--- src/sv/ipv6_prefix_membership_table_top_assert.svh ---
// Assertion macros for the IPv6 prefix membership table.
// Included by the modules that carry concurrent checks; no other dependencies.
`ifndef IPV6_PREFIX_MEMBERSHIP_TABLE_TOP_ASSERT_SVH
`define IPV6_PREFIX_MEMBERSHIP_TABLE_TOP_ASSERT_SVH
`ifndef NO_ASSERTIONS
// Plain property, checked at every rising edge outside reset.
`define IPFX_ASSERT(lbl, clk, rst_n, prop, msg) \
  lbl: assert property (@(posedge clk) disable iff (!rst_n) (prop)) else $error(msg);
// Same-cycle implication.
`define IPFX_ASSERT_IMPL(lbl, clk, rst_n, ante, cons, msg) \
  lbl: assert property (@(posedge clk) disable iff (!rst_n) (ante) |-> (cons)) else $error(msg);
// Next-cycle implication.
`define IPFX_ASSERT_NEXT(lbl, clk, rst_n, ante, cons, msg) \
  lbl: assert property (@(posedge clk) disable iff (!rst_n) (ante) |=> (cons)) else $error(msg);
`else
`define IPFX_ASSERT(lbl, clk, rst_n, prop, msg)
`define IPFX_ASSERT_IMPL(lbl, clk, rst_n, ante, cons, msg)
`define IPFX_ASSERT_NEXT(lbl, clk, rst_n, ante, cons, msg)
`endif
`endif

--- src/sv/ipfx_pkg.sv ---
// Shared types, constants and the prefix mask function for the prefix table.
// No dependencies; used by ipfx_match, the top level and the bench.
package ipfx_pkg;

  localparam int TABLE_ENTRIES = 64;
  localparam int IDX_W         = (TABLE_ENTRIES > 1) ? $clog2(TABLE_ENTRIES) : 1;
  localparam int ISSUE_W       = IDX_W + 1;
  localparam int ADDR_W        = 128;
  localparam int HALF_W        = 64;
  localparam int LEN_W         = 8;
  localparam int CNT_W         = 7;
  localparam int CMD_W         = 2;
  localparam int STATUS_W      = 2;

  localparam logic [CMD_W-1:0] CMD_LOOKUP = 2'd0;
  localparam logic [CMD_W-1:0] CMD_INSERT = 2'd1;
  localparam logic [CMD_W-1:0] CMD_CLEAR  = 2'd2;

  localparam logic [STATUS_W-1:0] ST_OK      = 2'd0;
  localparam logic [STATUS_W-1:0] ST_COVERED = 2'd1;
  localparam logic [STATUS_W-1:0] ST_BADLEN  = 2'd2;
  localparam logic [STATUS_W-1:0] ST_FULL    = 2'd3;

  typedef struct packed {
    logic [ADDR_W-1:0] net;
    logic [LEN_W-1:0]  len;
  } entry_t;

  localparam int ENTRY_W = $bits(entry_t);

  typedef struct packed {
    logic covers;     // key lies inside the stored prefix
    logic contained;  // stored network lies inside the key prefix
  } match_t;

  // Network order: the first bit is the MSB (bit ADDR_W-1); a /n mask sets the top n bits.
  function automatic logic [ADDR_W-1:0] prefix_mask(input logic [LEN_W-1:0] len);
    return ~({ADDR_W{1'b1}} >> len);
  endfunction

endpackage

--- src/sv/ipfx_match.sv ---
// Compares one stored prefix against the command key in both directions.
// Depends on ipfx_pkg.
module ipfx_match (
  input  ipfx_pkg::entry_t                 entry,
  input  logic                             entry_valid,
  input  logic [ipfx_pkg::ADDR_W-1:0]      key,
  input  logic [ipfx_pkg::ADDR_W-1:0]      key_mask,
  output ipfx_pkg::match_t                 result
);
  logic [ipfx_pkg::ADDR_W-1:0] entry_mask;

  assign entry_mask = ipfx_pkg::prefix_mask(entry.len);

  always_comb begin
    result.covers    = entry_valid && ((key & entry_mask) == entry.net);
    result.contained = entry_valid && ((entry.net & key_mask) == key);
  end
endmodule

--- config.mk ---
export PLATFORM = sky130hd
export DESIGN_NAME = ipfx_match
export DESIGN_NICKNAME = d
export VERILOG_FILES = /design/src/sv/ipv6_prefix_membership_table_top_assert.svh /design/src/sv/ipfx_pkg.sv /design/src/sv/ipfx_match.sv
export SDC_FILE = /design/constraint.sdc
export NUM_CORES = 1
export LEC_CHECK = 0
export BUFFER_PORTS_ARGS = -buffer_cell sky130_fd_sc_hd__buf_2
export CAP_MARGIN = 15
export CELL_PAD_IN_SITES_DETAIL_PLACEMENT = 0
export CELL_PAD_IN_SITES_GLOBAL_PLACEMENT = 1
export CORE_AREA = 4 4 150 152
export DETAILED_ROUTE_END_ITERATION = 12
export DIE_AREA = 0 0 154 156
export PLACE_DENSITY = 0.87
export SLEW_MARGIN = 20
export SYNTH_ARGS = -nofsm -noshare
export SYNTH_HDL_FRONTEND = slang
export SYNTH_SLANG_ARGS = --single-unit
--- constraint.sdc ---
create_clock -name vclk -period 4.75
set_clock_uncertainty 0.2 [all_clocks]
set_input_delay 0.95 -clock vclk [all_inputs]
set_output_delay 0.95 -clock vclk [all_outputs]
set_load 0.1 [all_outputs]
Word-level counts from Yosys, hierarchy flattened
Cells that the tools add are included.
{"block": "word_totals", "memories": 0, "word_cells": 8, "out_inout_bits": 2, "latch_bits": 0, "ramBits": 0, "romBits": 0, "regBits": 0}
{"block": "classes", "n_mux": 0, "n_eq_ne": 2, "mul": 0, "n_reduce_logical": 2, "add_sub_neg": 0, "shifts": 1, "n_bitwise": 3, "order_cmp": 0, "div_mod_pow": 0}
{"cell": "bitwise AND 128 bit", "count": 2}
{"cell": "equality test 128 bit", "count": 2}
{"cell": "NOT 128 bit", "count": 1}
{"cell": ">> shifter 128 x 8 -> 128 bit (first input constant)", "count": 1}
{"cell": "logical AND 1 bit", "count": 2}

Logic depth before layout (Yosys ltp)
{"block": "depth", "word_depth": 5, "ltp_mapped": 11, "mapped_depth_nobuf": 8}

Worst setup path before layout
OpenSTA, ideal clock, no wires.
{"block": "synth_timing", "path_type": "input to output", "from": "input entry[3] (netlist bit)", "to": "output result[1] (netlist bit)", "stages": 9, "setup_slack_ns": 0.153, "arrival_time_ns": 3.447, "path_buffers": 1, "path_cell_list": "buf_2 > or4_1 > nor2_1 > nand3b_1 > o2111ai_1 > a211oi_1 > nand4_1 > nor4_1 > and4_1"}
{"element": "start: declaration", "line": "ipfx_match.sv:4", "rtl": "input ipfx_pkg::entry_t entry,"}
{"element": "end: declaration", "line": "ipfx_match.sv:8", "rtl": "output ipfx_pkg::match_t result"}

==> results.py <==
metrics = {
    "route": {
        "wl_um": 45150,
        "antenna_left": 0,
        "first_pass_iters": 7,
        "routedWlPerCell_um": 26.59,
        "via_per_inst": 5.495,
        "drc_errors": 0,
        "first_iter_violations": 987,
        "num_vias": 9331,
    },
    "place": {
        "dp_hpwl_um": 40850,
        "placed_area_mm2": 0.008627,
        "pre_cts_slack_ns": -0.2175,
        "place_inst": 1697,
        "place_congestion": 1.085,
        "port_buffers": 395,
    },
    "worst_hold_path": {
        "hp-start": "key[62]",
        "hold_depth": 6,
        "hold_class": "in2out",
        "whs_endpoint": "result[0]",
    },
    "synth": {
        "ys_types": 60,
        "yosysMostFrequentCell": "nand2_1",
        "synth_xor_area_share_pct": 27.91,
        "synthMuxAreaShare_pct": 0.9906,
        "yosysTopAreaCell": "nand2_1",
        "synth_area_mm2": 0.005179,
        "yosys.area_share.simple_pct": 38.37,
        "ys_warn_count": 0,
        "synth_compound_area_share_pct": 28.41,
        "synth.top_cells.by_area": "nand2_1, xnor2_1, xor2_1",
        "synth_cells": 898,
        "synth-seq-area-share_pct": 0,
        "synth-adder-area-share_pct": 0,
        "syn-num-nets": 1291,
        "yosysTopAreaCellShare_pct": 16.89,
        "syn-mean-instance-area_um2": 5.767,
        "synth_top_family_by_area": "simple AND/OR/NAND/NOR gates",
        "synth_common_cells": "nand2_1, o21ai_0, xnor2_1",
    },
    "sta": {
        "setup_viol": 0,
        "whs_ns": 2.383,
        "max_slew_margin_pct": 43.00,
        "timing.final.crit_share_pct": 99.87,
        "min_period_ns": 4.744,
        "maxSlewViolCount": 0,
        "tns_ns": 0,
        "fin_ws_ns": 0.006120,
        "hold_viol": 0,
        "tightest_slew_ns": 0.8550,
        "fmax_mhz": 210.8,
    },
    "die": {
        "chipWidth_um": 154,
        "io_pins": 395,
        "die_h_um": 156,
        "rows": 53,
        "core-area_mm2": 0.02102,
        "die_area_mm2": 0.02402,
        "start_util_pct": 24.64,
    },
    "cells_and_area": {
        "final_util_pct": 41.88,
        "final_nets": 1818,
        "nFlopsAndLatches": 0,
        "syn_to_final_growth_pct": 69.99,
        "fin_cells": 1698,
        "drive_gt1_share_pct": 41.25,
        "nClkBuffers": 0,
        "register_area_um2": 0,
        "diodes": 0,
        "final_area_mm2": 0.008803,
    },
    "global_route": {
        "gr-total-overflow": 0,
        "grt_pass1_wl_um": 61460,
        "grt_pass1_vias": 9288,
        "grt_max_degree": 17,
        "grt_antenna_before_repair": 2,
        "track_usage_pct": 34.61,
    },
    "pwr": {
        "p_per_area_mw_per_mm2": 104.8,
        "power.total_mw": 0.9223,
        "power.leakage_nw": 4.187,
        "ir_drop_v": 0.00005982,
    },
    "setup_path": {
        "crit_path_max_fanout": 13,
        "crit_required_ns": 3.60,
        "crit_type": "in2out",
        "endpoint_kind": "primary output",
        "arrival_ns": 3.59,
        "crit_path_start_kind": "input port",
    },
    "status": {
        "status": "finished clean",
    },
    "job": {
        "maxCapViolations": 0,
    },
    "clocking": {
        "hold_buffers": 0,
    },
}
==> cells in the final DEF, fill, tap and decap left out, drive strengths merged, types with 3 or more instances in the layout <==
cell and instances:
nand2b 11, and3 4, buf 555, a22oi 3, nand4 37, xnor2 88, nand3 19, o211ai 4
o221ai 3, a2111oi 3, inv 22, nor2b 10, nand2 233, a32oi 4, nor2 55, o21a 3
o311ai 5, a31oi 3, nor4 33, nor3 16, and2 4, a211oi 6, a21o 3, o21ai 114
a21boi 5, o2111ai 6, a21oi 36, a221oi 12, and4 3, mux2i 4, o22ai 15, o31ai 3
xor2 77
==> worst max-delay path by stage <==
stage,start,endpoint,slack [ns],cells after the start
2_1_floorplan,entry[3],result[1],0.15,9
3_3_place_gp,entry[5],result[1],-0.29,12
3_5_place_dp,entry[7],result[1],-0.22,13
4_1_cts,entry[7],result[1],0.02,14
5_1_grt,entry[4],result[1],-0.009,10
6_report,entry[5],result[1],0.006,11
==> critical path, cell delays in order <==
cell and delay [ns]:
buf_6 0.17, buf_4 0.20, a21o_1 0.17, nand2_1 0.10, xor2_2 0.27, nand4_1 0.18
or4b_1 0.61, nor4_2 0.24, and4_1 0.24, and4_4 0.27, buf_12 0.18
==> routing by layer <==
| metal | vias to the layer above | wire length [um] | track usage, % |
|---|---|---|---|
| met5 | - | 27 | 0 |
| met4 | 4 | 2109 | 12.57 |
| met3 | 100 | 4544 | 8.044 |
| met2 | 616 | 20500 | 57.09 |
| met1 | 4342 | 17970 | 44.14 |
| li1 | 4269 | - | - |
==> power breakdown <==
part	leakage [nW]	internal [mW]	switching (mW)	total (mW)
clock	0	0	0	0
combinational	4.19	0.390	0.532	0.922
sequential	0	0	0	0
total	4.19	0.390	0.532	0.922
==> cell type report <==
cell class                 instances  area (um2)
timing repair buffer             556        3274
inverter                          22       82.58
tap                              275       344.1
fill                            2353       12220
multi-input combinational        845        5102
==> cell families after synthesis <==
kind of cell              Yosys count
muxes                               5
AOI/OAI and AO/OA                 240
xor gates and xnor gates          165
and+or+nand+nor                   435
buffers and inverters              53
==> what timing repair did <==
item                                    CTS  global route
pin swaps                                 0             6
endpoints found under the setup margin    1             1
gates resized for setup                  18            28
setup buffers                             0             1
Note: power is estimated with default switching activity, not from simulation.
