[config.mk]
export PLATFORM = sky130hd
export DESIGN_NAME = ipfx_ram
export DESIGN_NICKNAME = d
export VERILOG_FILES = /design/src/sv/ipv6_prefix_membership_table_top_assert.svh /design/src/sv/ipfx_ram.sv
export SDC_FILE = /design/constraint.sdc
export NUM_CORES = 1
export LEC_CHECK = 0
export ABC_AREA = 1
export BUFFER_PORTS_ARGS = -buffer_cell sky130_fd_sc_hd__buf_4
export CAP_MARGIN = 25
export CORE_MARGIN = 2
export CORE_UTILIZATION = 38
export DETAILED_ROUTE_END_ITERATION = 6
export PLACE_DENSITY = 0.51
export SYNTH_ARGS = -nofsm -noshare
export SYNTH_HDL_FRONTEND = slang
export SYNTH_SLANG_ARGS = --single-unit
[constraint.sdc]
create_clock -name clk -period 4.3 [get_ports clk]
set_clock_uncertainty 0.1 [all_clocks]
set_input_delay 1.075 -clock clk [delete_from_list [all_inputs] [get_ports clk]]
set_output_delay 1.075 -clock clk [all_outputs]
set_load 0.02 [all_outputs]
[src/sv/ipv6_prefix_membership_table_top_assert.svh]
// Assertion macros for the IPv6 prefix membership table.
// Included by the modules that carry concurrent checks; no other dependencies.
`ifndef IPV6_PREFIX_MEMBERSHIP_TABLE_TOP_ASSERT_SVH
`define IPV6_PREFIX_MEMBERSHIP_TABLE_TOP_ASSERT_SVH
`ifndef NO_ASSERTIONS
// Plain property, checked at every rising edge outside reset.
`define IPFX_ASSERT(lbl, clk, rst_n, prop, msg) \
  lbl: assert property (@(posedge clk) disable iff (!rst_n) (prop)) else $error(msg);
// Same-cycle implication.
`define IPFX_ASSERT_IMPL(lbl, clk, rst_n, ante, cons, msg) \
  lbl: assert property (@(posedge clk) disable iff (!rst_n) (ante) |-> (cons)) else $error(msg);
// Next-cycle implication.
`define IPFX_ASSERT_NEXT(lbl, clk, rst_n, ante, cons, msg) \
  lbl: assert property (@(posedge clk) disable iff (!rst_n) (ante) |=> (cons)) else $error(msg);
`else
`define IPFX_ASSERT(lbl, clk, rst_n, prop, msg)
`define IPFX_ASSERT_IMPL(lbl, clk, rst_n, ante, cons, msg)
`define IPFX_ASSERT_NEXT(lbl, clk, rst_n, ante, cons, msg)
`endif
`endif

[src/sv/ipfx_ram.sv]
// Generic single-write, single-read synchronous RAM with a registered read.
// No dependencies.
module ipfx_ram #(
  parameter int WIDTH = 8,
  parameter int DEPTH = 16,
  parameter int AW    = (DEPTH > 1) ? $clog2(DEPTH) : 1
) (
  input  logic                     clk,
  input  logic                     we,
  input  logic [AW-1:0]            waddr,
  input  logic [WIDTH-1:0]         wdata,
  input  logic                     re,
  input  logic [AW-1:0]            raddr,
  output logic [WIDTH-1:0]         rdata
);
  logic [WIDTH-1:0] mem_r [DEPTH];
  logic [WIDTH-1:0] rdata_r;

  always_ff @(posedge clk) begin
    if (we) begin
      mem_r[waddr] <= wdata;
    end
    if (re) begin
      rdata_r <= mem_r[raddr];
    end
  end

  assign rdata = rdata_r;
endmodule

# Yosys cells after proc, flatten, opt, wreduce, memory -nomap -nowiden
# Memories as Yosys holds them, arrays and structs flattened. A register that Yosys moved wholly into a read port is not among the register bits.
# Index checks and enable logic that the tools add are counted.
# Widths: inputs -> output; s select.
# classes
muxes,2
# ops
operator,count
$mux 1,2
# word_totals
ff_bits,0
ram_bits,128
memories,1
output_inout_bits,8
input_bits,19
wordCells,3
# mem_list
memory,words,word_bits,rd,rd_ports_with_merged_regs,write_ports,line,source
mem_r,16,8,1,1,1,ipfx_ram.sv:16,logic [WIDTH-1:0] mem_r [DEPTH];

# Logic depth before layout (Yosys ltp)
# Gate-level depths: netlist of the first run.
# depth
word_depth,2
mapped_depth,8
ltp_nobuf,7

# Least setup slack after synthesis of the first run
# OpenSTA, ideal clock, no wires.
# synth_timing
path_kind,input -> register
start,input port waddr[2]
end,"memory mem_r[10][0], enable pin"
path_stages,2
t_required_ns,3.830
setup_time_ns,0.370
arrival_time_ns,1.656
slack_ns,2.174
cell_sequence,nand3b_1 > nor2_1
# synth_rtl
element,line,source
from (decl),ipfx_ram.sv:10,"input logic [AW-1:0] waddr,"
to (decl),ipfx_ram.sv:16,
# Straight into the memory's write port.

==> key figures, run 1 <==
Clock tree
  • Clk slew on worst S/H paths: 0.05 ns
  • Post-CTS setup buffer count: 0
  • Hold buffer count at cts: 0
  • CTS tree: built
  • Maximum buffer depth of the clock tree: 2
  • CTS resizes: 0
  • CTS Root Buffer Type: clkbuf_16
  • Clock tree sinks: 136
  • Htree depth: 4
  • Clock Latency Late Sink: 0.41 ns
  • Num CTS Buffers: 17

Power and ir drop
  • Pwr dens: 470 mW/mm2
  • Pleak: 2.86 nW
  • Worst vdd ir: 0.250 mV

STA
  • Max Clock Freq: 420 MHz
  • Clock period minus worst slack: 2.38 ns
  • Slew headroom: 0.421
  • Hold Vio Cnt, Final: 0
  • Max Slew Vio Count: 0
  • Final setup violation count: 0
  • Setup TNS: 0 ns
  • Slew @ Worst Pin: 0.866 ns
  • Hold Slack: 0.645 ns
  • Unrepaired setup endpoints after global routing: false
  • Fin crit share: 0.554

Worst setup path
  • R2R depth: 6
  • Startpoint class of the critical path: input pin
  • Arr. time, crit path: 2.43 ns
  • CP Data Required Time: 4.35 ns
  • CP Capture Type: flip-flop
  • Max Fanout on Critical Path: 36
  • WS Path Type: input pin to flip-flop

Run status
  • Result of the run: completed

Synthesis
  • Syn nets: 570
  • Count of cell types in the netlist: 11
  • Register area share after synthesis: 0.698
  • #FFs+latches synth: 136
  • Avg Cell Area, Syn: 10.6 um2
  • Cell Area, Synth: 0.00585 mm2
  • Yosys top cell by area: edfxtp_1
  • Largest cells by area after synthesis: edfxtp_1 70%, nand2_1 11%, nand3_1 8.3%
  • Post-synth top area share: 0.698
  • Synth warn: 0
  • Mapped Cells: 551

Route
  • Initial drt markers: 440
  • DRT Pass-1 Iters: 5
  • DR DRC count: 0
  • Vias after detailed routing: 3744
  • Final antenna-violating net count: 0
  • Final wirelength: 13800 um
  • Vias/cell: 4.83
  • Drt wl/cell: 17.8 um

Finish
  • Layout cells sized above 1: 0.0954
  • Most common cell after layout, fill and taps aside: nand2_1
  • Commonest non-fill, non-tap cells in the layout: 173 x nand2_1, 136 x edfxtp_1, 100 x inv_1
  • Final layout net count: 593
  • Non-Filler Instances: 775
  • Area growth syn-to-layout: 15.1%
  • ANT cells: 0

Worst hold path
  • Hold path depth: 6
  • Hold Crit Class: flip-flop to flip-flop

GRT
  • Largest net degree at the start of global routing: 51
  • Global-route wire length before repair: 21600 um
  • Number of global-route vias before repair: 3662
  • Gr ovfl total: 0
  • Gr usage total: 0.184
  • Initial antenna violation count: 0

Placement
  • Inst Count DP: 743
  • # port buffers: 26
  • Post-detail-place hpwl: 8590 um
  • Global placement routability congestion: 0.805

Floorplanning
  • Ports: 27
  • Starting Density: 0.386
  • Die area: 0.0164 mm2
  • Core Footprint: 0.0151 mm2
  • Die width: 128 um
  • Row count: 45
  • Die height: 128 um

Job
  • Max Cap Violations: 0
synth_stat cells:
cell      instances
nand2_1         173
nand3_1          97
nor2_1           17
buf_2            13
buf_4             4
buf_6             6
inv_1           100
edfxtp_1        136
inv_2             2
buf_1             1
nand3b_1          2
routing by layer:
metal | GRT usage | share of wire | vias to the layer above
met2 | 0.274 | 0.44 | 109
met4 | 0.0640 | 0.018 | 0
met1 | 0.263 | 0.48 | 1789
met5 | 0 | 0 | -
li1 | - | - | 1827
met3 | 0.0451 | 0.056 | 19
power breakdown:
group / leakage (nW) / internal (mW) / switching (mW)
Clock: 0.294 / 0.957 / 0.507
Combinational: 1.33 / 0.0550 / 0.137
Sequential: 1.24 / 1.49 / 0.0102
Total: 2.86 / 2.51 / 0.654
worst paths after layout:
kind | startpoint | endpoint | slack, ns
setup / recovery | raddr[0] | rdata[7]$_DFFE_PP_ | 1.92
hold / removal | mem_r[10][6]$_DFFE_PP_ | rdata[6]$_DFFE_PP_ | 0.65
hold reg to reg | mem_r[10][6]$_DFFE_PP_ | rdata[6]$_DFFE_PP_ | 0.65
setup reg to reg | mem_r[9][3]$_DFFE_PP_ | rdata[3]$_DFFE_PP_ | 2.98
per-stage QoR:
stage                util  worst slack (ns)  area [um2]  power, mW
floorplan               -              2.17        5850       1.64
global placement    0.404              1.15        6120       1.72
detailed placement  0.405              1.52        6140       1.72
CTS                 0.444              1.96        6730       3.19
global route        0.444              1.83        6730       3.27
finish              0.444              1.92        6730       3.16
layout make-up:
type	instances	area (um2)
repair buffers	28	223
clock buffers	20	437
multi-input cells	289	1210
clock inverters	12	156
fillers	1405	8410
inverters	102	383
flip-flops and latches	136	4080
well taps	188	235
flip-flops by register name, indices dropped and copies added, names as in the netlist:
name / cells
rdata: 8
mem_r: 128
logic make-up (layout without fill, tap and decap cells):
family | after synthesis | after routing | synth area share
DFF | 136 | 136 | 0.698
and+or+nand+nor | 289 | 289 | 0.208
buffers and inverters | 126 | 162 | 0.0939
critical path, cell delays in order:
cell,delay (ns)
buf_4,0.30
buf_4,0.44
nand2_1,0.09
nand3_1,0.09
nand3_1,0.13
nand3_1,0.16
nand2_1,0.09
Power figures use the tool's default switching activity.
==> run 2, diff against run 1 <==
Settings changed: ABC_AREA 1 to 0, PLACE_DENSITY 0.51 to 0.53.
Clock period 4.3 ns to 2 ns, I/O delays scaled along.
==> run 2 against run 1 <==
  * Critical path depth down 2
  * Sequential cell count unchanged
  * Combinational power up 80%
  * Global-route usage down 3.1 points
  * Core utilization up 4.0 points
  * Worst setup slack worse by 1.6 ns
  * Register-to-register slack worse by 2.6 ns
  * Synthesized area down 11%
  * Sequential share of layout area up 2.5 points
  * Sequential power up 120%
  * Largest power group is now the clock network
==> key figures, run 2 <==
GRT
  • Met3 usage: 0.0385 (-0.00654)
  • GR peak layer: met2
  • Grt met2 use: 0.221 (-0.0531)
  • Global-route wire length before repair: 15600 um (-28%)
  • Number of global-route vias before repair: 2505 (-32%)
  • Gr ovfl total: 0 (unchanged)
  • Initial antenna violation count: 0 (unchanged)
  • Largest net degree at the start of global routing: 21 (-59%)
  • Gr usage total: 0.153 (-0.0307)
  • M1 GR Usage: 0.218 (-0.0448)

Worst setup path
  • Worst reg2reg endpoint: rdata[4]$_DFFE_PP_
  • Arr. time, crit path: 1.78 ns (-0.65 ns)
  • R2R setup slack: 0.43 ns (-2.55 ns)
  • CP cell instances: buf_4, buf_12, mux4_1, a22oi_1, nand2_1
  • Reg2reg start: mem_r[9][4]$_DFFE_PP_
  • Startpoint class of the critical path: input pin
  • R2R depth: 3 (-3)
  • Delay of the slowest critical-path stage: 0.55 ns (+0.11 ns)
  • CP Data Required Time: 2.07 ns (-2.28 ns)
  • WS Path Type: input pin to flip-flop
  • CP Capture Type: flip-flop
  • Max Fanout on Critical Path: 12 (-67%)
  • CP max-delay cell: mux4_1

Worst hold path
  • Hold path depth: 1 (-5)
  • Hold path startpoint: re
  • Hold Crit Class: input pin to flip-flop
  • Hold EP: rdata[6]$_DFFE_PP_

Route
  • Drt wl/cell: 21.2 um (+19%)
  • Initial drt markers: 186 (-58%)
  • Final antenna-violating net count: 0 (unchanged)
  • DR DRC count: 0 (unchanged)
  • Vias after detailed routing: 2485 (-34%)
  • DRT Pass-1 Iters: 4 (-1)
  • Vias/cell: 5.22 (+8.1%)
  • Final wirelength: 10100 um (-27%)

Synthesis
  • Synth warn: 0 (unchanged)
  • Commonest cells in the netlist: 136 x edfxtp_1, 18 x mux4_2, 16 x a22oi_1
  • Count of cell types in the netlist: 18 (+7)
  • #FFs+latches synth: 136 (unchanged)
  • Post-synth top area share: 0.781 (+0.0828)
  • Mapped Cells: 229 (-58%)
  • Number of flops mapped to enable cells by yosys: 136 (unchanged)
  • Yosys top cell by area: edfxtp_1
  • Avg Cell Area, Syn: 22.8 um2 (+120%)
  • Register area share after synthesis: 0.781 (+0.0828)
  • Most instantiated library cell after synthesis: edfxtp_1
  • Largest cells by area after synthesis: edfxtp_1 78%, mux4_2 7.8%, mux4_1 7.0%
  • Ys async rst share: 0 (unchanged)
  • Most used DFF post-synth: edfxtp_1
  • Syn nets: 248 (-56%)
  • Cell Area, Synth: 0.00523 mm2 (-11%)

Finish
  • Area growth syn-to-layout: 23.6%
  • Top reg by flops: mem_r
  • Commonest non-fill, non-tap cells in the layout: 136 x edfxtp_1, 43 x buf_4, 18 x mux4_2
  • Max reg flops: 128 (unchanged)
  • Most common cell after layout, fill and taps aside: edfxtp_1
  • Final layout net count: 306 (-48%)
  • Layout cells sized above 1: 0.337 (+0.241)
  • ANT cells: 0 (unchanged)
  • Fin area: 0.00646 mm2 (-4.0%)
  • Non-Filler Instances: 476 (-39%)

Clock tree
  • Htree depth: 4 (unchanged)
  • Clock tree sinks: 136 (unchanged)
  • Hold buffer count at cts: 0 (unchanged)
  • CTS tree: built
  • Clk slew on worst S/H paths: 0.06 ns (about the same)
  • CTS Root Buffer Type: clkbuf_16
  • CTS resizes: 0 (unchanged)
  • Num CTS Buffers: 17 (unchanged)
  • Post-CTS setup buffer count: 0 (unchanged)
  • Maximum buffer depth of the clock tree: 2 (unchanged)
  • Clock Latency Late Sink: 0.42 ns (about the same)

Placement
  • # port buffers: 26 (unchanged)
  • Cell Area, Placed: 0.00581 mm2 (-5.4%)
  • Post-Place Worst Slack: -0.167 ns (-1.69 ns)
  • Global placement routability congestion: 0.722 (-10%)
  • Inst Count DP: 444 (-40%)
  • Post-detail-place hpwl: 6620 um (-23%)

STA
  • Slew @ Worst Pin: 0.795 ns (-0.0711 ns)
  • Setup TNS: 0 ns (unchanged)
  • Fin crit share: 0.858
  • Final setup violation count: 0 (unchanged)
  • Hold Vio Cnt, Final: 0 (unchanged)
  • Max Slew Vio Count: 0 (unchanged)
  • Setup ws final: 0.285 ns (-1.63 ns)
  • Slew headroom: 0.469 (+0.0484)
  • Clock period minus worst slack: 1.72 ns
  • Unrepaired setup endpoints after global routing: false
  • Max Clock Freq: 583 MHz

Floorplanning
  • Core Footprint: 0.0133 mm2 (-12%)
  • Die height: 121 um (-5.3%)
  • Starting Density: 0.392 (+0.00560)
  • Row count: 42 (-6.7%)
  • Ports: 27 (unchanged)
  • Die width: 121 um (-5.3%)
  • Die area: 0.0147 mm2 (-10%)

Power and ir drop
  • Pleak: 2.18 nW (-24%)
  • Final Power: 6.96 mW (+120%)
  • Pwr dens: 1080 mW/mm2 (+130%)
  • Worst vdd ir: 0.550 mV (+120%)

Run status
  • Result of the run: completed

Job
  • Max Cap Violations: 0 (unchanged)
run 2: cell families (layout without fill, tap and decap cells):
kind of cell,Yosys count,count (layout),share of synthesized area
and+or+nand+nor,35,35,0.0314
buffers and inverters,10,81,0.0165
DFF,136,136,0.781
muxes,32,32,0.148
AOI/OAI and AO/OA,16,16,0.0230
run 2: critical path, delay by kind of cell:
family	cells	cell delay [ns]
AND/OR/NAND/NOR	1	0.10
buffers and inverters	2	0.35
AO/OA/AOI/OAI	1	0.27
multiplexers	1	0.55
run 2: layout make-up:
type / count / area, um2
Clock buffer: 17 / 425
Clock inverter: 15 / 228
Fill cell: 1104 / 6890
Multi-Input combinational cell: 83 / 1060
Sequential cell: 136 / 4080
Tap cell: 176 / 220
Timing Repair Buffer: 49 / 443
run 2: per-layer routing:
layer	part of all wire	vias to the layer above	wire [um]
li1	-	1103	-
met1	0.47	1299	4710
met2	0.46	68	4670
met3	0.049	15	492
met4	0.020	0	201
met5	0	-	0
run 2: stage by stage:
| stage | hold slack, ns | util |
|---|---|---|
| after floorplan | 0.499 | - |
| after global placement | 0.637 | 0.435 |
| after detailed placement | 0.652 | 0.435 |
| after CTS | 0.281 | 0.484 |
| after global routing | 0.288 | 0.484 |
| final | 0.293 | 0.484 |
run 2: how the worst max path moves through the flow:
stage | from | end | slack, ns
2_1_floorplan | raddr[0] | rdata[1]$_DFFE_PP_ | 0.12
3_3_place_gp | raddr[0] | rdata[1]$_DFFE_PP_ | -0.16
4_1_cts | raddr[0] | rdata[0]$_DFFE_PP_ | 0.28
3_5_place_dp | raddr[0] | rdata[0]$_DFFE_PP_ | -0.17
6_report | raddr[0] | rdata[0]$_DFFE_PP_ | 0.28
5_1_grt | raddr[0] | rdata[1]$_DFFE_PP_ | 0.25
run 2: where the power goes:
part	internal, mW	leakage (nW)	total, mW	switching [mW]
clock network	2.21	0.301	3.39	1.18
logic	0.159	0.644	0.346	0.187
registers	3.21	1.24	3.23	0.0173
total	5.58	2.18	6.96	1.38
==> run 3, diff against run 2 <==
Settings changed: BUFFER_PORTS_ARGS -buffer_cell sky130_fd_sc_hd__buf_4 to not set, DONT_BUFFER_PORTS set to 1, PLACE_DENSITY 0.53 to 0.51.
Clock period 2 ns to 1.5 ns, I/O delays scaled along.
==> run 3 against run 2 <==
  * Die area unchanged
  * Total power grew 16%
  * Global-route usage fell by 0.082 points
  * Critical endpoint is now rdata[7]$_DFFE_PP_
==> key figures, run 3 (synthesis results as in run 2) <==
STA
  • Final setup violation count: 0 (unchanged)
  • Hold Vio Cnt, Final: 0 (unchanged)
  • Max Slew Vio Count: 0 (unchanged)
  • Fin crit share: 0.993
  • Clock period minus worst slack: 1.49 ns
  • Slew headroom: 0.425 (-0.0446)
  • Max Clock Freq: 671 MHz
  • Slew @ Worst Pin: 0.860 ns (+0.0653 ns)
  • Unrepaired setup endpoints after global routing: true
  • Setup ws final: 0.0102 ns (-0.274 ns)

Placement
  • Global placement routability congestion: 0.684 (-5.3%)
  • Post-detail-place hpwl: 6240 um (-5.7%)
  • # port buffers: 0 (-100%)
  • Post-Place Worst Slack: -0.133 ns (+0.0333 ns)

Finish
  • Area growth syn-to-layout: 17.9%
  • Finished Core Util: 0.462 (-0.0223)
  • Max reg flops: 128 (unchanged)
  • Layout cells sized above 1: 0.308 (-0.0287)
  • Most common cell after layout, fill and taps aside: edfxtp_1
  • Commonest non-fill, non-tap cells in the layout: 136 x edfxtp_1, 32 x mux4_2, 17 x clkbuf_16
  • Fillcell total: 1138 (+3.1%)
  • ANT cells: 0 (unchanged)
  • Final layout net count: 282 (-7.8%)
  • Top reg by flops: mem_r

Worst setup path
  • CP Capture Type: flip-flop
  • Max Fanout on Critical Path: 1 (-11)
  • Startpoint class of the critical path: flip-flop
  • WS Path Type: flip-flop to flip-flop
  • Crit path buffers/inverters: 0 (-2)
  • CP max-delay cell: mux4_2
  • CP Data Required Time: 1.54 ns (-0.53 ns)
  • Arr. time, crit path: 1.53 ns (-0.25 ns)
  • Reg2reg start: mem_r[2][7]$_DFFE_PP_
  • Delay of the slowest critical-path stage: 0.49 ns (-0.06 ns)
  • Worst reg2reg endpoint: rdata[7]$_DFFE_PP_
  • CP cell instances: mux4_2, a22oi_2, nand2_2
  • R2R depth: 3 (unchanged)
  • R2R setup slack: 0.01 ns (-0.42 ns)
  • Delay-heaviest family, CP: multiplexers

Power and ir drop
  • Final Power: 8.10 mW (+16%)
  • Worst vdd ir: 0.958 mV (+74%)
  • Pleak: 1.93 nW (-11%)
  • Pwr dens: 1310 mW/mm2 (+22%)

Route
  • Final wirelength: 9980 um (-0.93%)
  • Initial drt markers: 252 (+35%)
  • Drt wl/cell: 22.1 um (+4.3%)
  • Vias/cell: 5.07 (-2.8%)
  • DR DRC count: 0 (unchanged)
  • Final antenna-violating net count: 0 (unchanged)
  • Vias after detailed routing: 2293 (-7.7%)
  • DRT Pass-1 Iters: 4 (unchanged)

Floorplanning
  • Row count: 42 (unchanged)
  • Starting Density: 0.392 (unchanged)
  • Ports: 27 (unchanged)
  • Die width: 121 um (unchanged)
  • Core Footprint: 0.0133 mm2 (unchanged)
  • Die height: 121 um (unchanged)
  • Die area: 0.0147 mm2 (unchanged)

GRT
  • Number of global-route vias before repair: 2442 (-2.5%)
  • Global-route wire length before repair: 15300 um (-1.8%)
  • Gr usage total: 0.152 (-0.000819)
  • Gr ovfl total: 0 (unchanged)
  • Initial antenna violation count: 0 (unchanged)
  • Largest net degree at the start of global routing: 33 (+57%)

Clock tree
  • Num CTS Buffers: 17 (unchanged)
  • Htree depth: 4 (unchanged)
  • Maximum buffer depth of the clock tree: 2 (unchanged)
  • Clock Latency Late Sink: 0.40 ns (-0.02 ns)
  • Clock tree sinks: 136 (unchanged)
  • Clk slew on worst S/H paths: 0.05 ns (about the same)
  • CTS Root Buffer Type: clkbuf_16
  • CTS tree: built

Job
  • Max Cap Violations: 0 (unchanged)

Worst hold path
  • Hold path startpoint: waddr[1]
  • Hold path depth: 2 (+1)
  • Hold EP: mem_r[0][6]$_DFFE_PP_
  • Hold Crit Class: input pin to flip-flop

Run status
  • Result of the run: completed
==> run 3: cell count changes in the layout (fill, tap and decap cells not counted), sizes merged <==
| cell | before | now |
|---|---|---|
| buf | 49 | 16 |
| dlygate4sd3 | 0 | 9 |
| clkbuf | 17 | 25 |
| bufinv | 5 | 0 |
| clkinvlp | 5 | 0 |
| clkinv | 5 | 7 |
==> run 3: cell type report <==
cell class | count | area, um2 | share of cell area
flip-flops and latches | 136 | 4080 | 0.662
multi-input cells | 83 | 1100 | 0.179
clock buffers | 25 | 455 | 0.0739
repair buffers | 25 | 273 | 0.0442
well taps | 176 | 220 | 0.0357
clock inverters | 7 | 28.8 | 0.00467
==> run 3: worst reg2reg max path: stages, from the launching register on <==
cell and delay (ns):
edfxtp_1 0.36, mux4_2 0.49, a22oi_2 0.20, nand2_2 0.09
==> run 3: through the flow <==
stage | std cells | area (um2) | hold WS [ns] | TNS, ns
final | 452 | 6160 | 0.195 | 0
after CTS | 452 | 6160 | 0.179 | 0
after global routing | 452 | 6160 | 0.180 | -0.172
after global placement | 411 | 5550 | 0.375 | -1.72
after floorplan | 229 | 5260 | 0.374 | -2.26
after detailed placement | 411 | 5550 | 0.375 | -1.74
==> run 3: how the worst max path moves through the flow <==
stage	startpoint	to	slack, ns	cells past startpoint
3_5_place_dp	waddr[2]	mem_r[0][2]$_DFFE_PP_	-0.13	3
4_1_cts	mem_r[2][7]$_DFFE_PP_	rdata[7]$_DFFE_PP_	0.001	3
3_3_place_gp	raddr[2]	rdata[7]$_DFFE_PP_	-0.14	3
6_report	mem_r[2][7]$_DFFE_PP_	rdata[7]$_DFFE_PP_	0.01	3
5_1_grt	mem_r[3][6]$_DFFE_PP_	rdata[6]$_DFFE_PP_	-0.04	3
2_1_floorplan	raddr[0]	rdata[1]$_DFFE_PP_	-0.18	5
==> run 3: repair_timing <==
action,4_1_cts,5_1_grt
resized for setup,10,1
hold buffers,9,0
endpoints found under the setup margin,7,8
cloned,0,0
endpoints found under the hold margin,136,0
pin swaps,3,2
buffers inserted,0,0
==> run 3: routing by layer <==
metal | wire [um] | track usage | up-vias | part of all wire
met1 | 4560 | 0.207 | 1201 | 0.46
met5 | 0 | 0 | - | 0
met3 | 360 | 0.0395 | 9 | 0.036
li1 | - | - | 1037 | -
met4 | 142 | 0.0668 | 0 | 0.014
met2 | 4910 | 0.232 | 46 | 0.49
==> run 3: power breakdown <==
part	switching [mW]	internal, mW
Clock	1.36	2.07
Sequential	0.0488	4.29
Combinational	0.171	0.164
Total	1.58	6.53
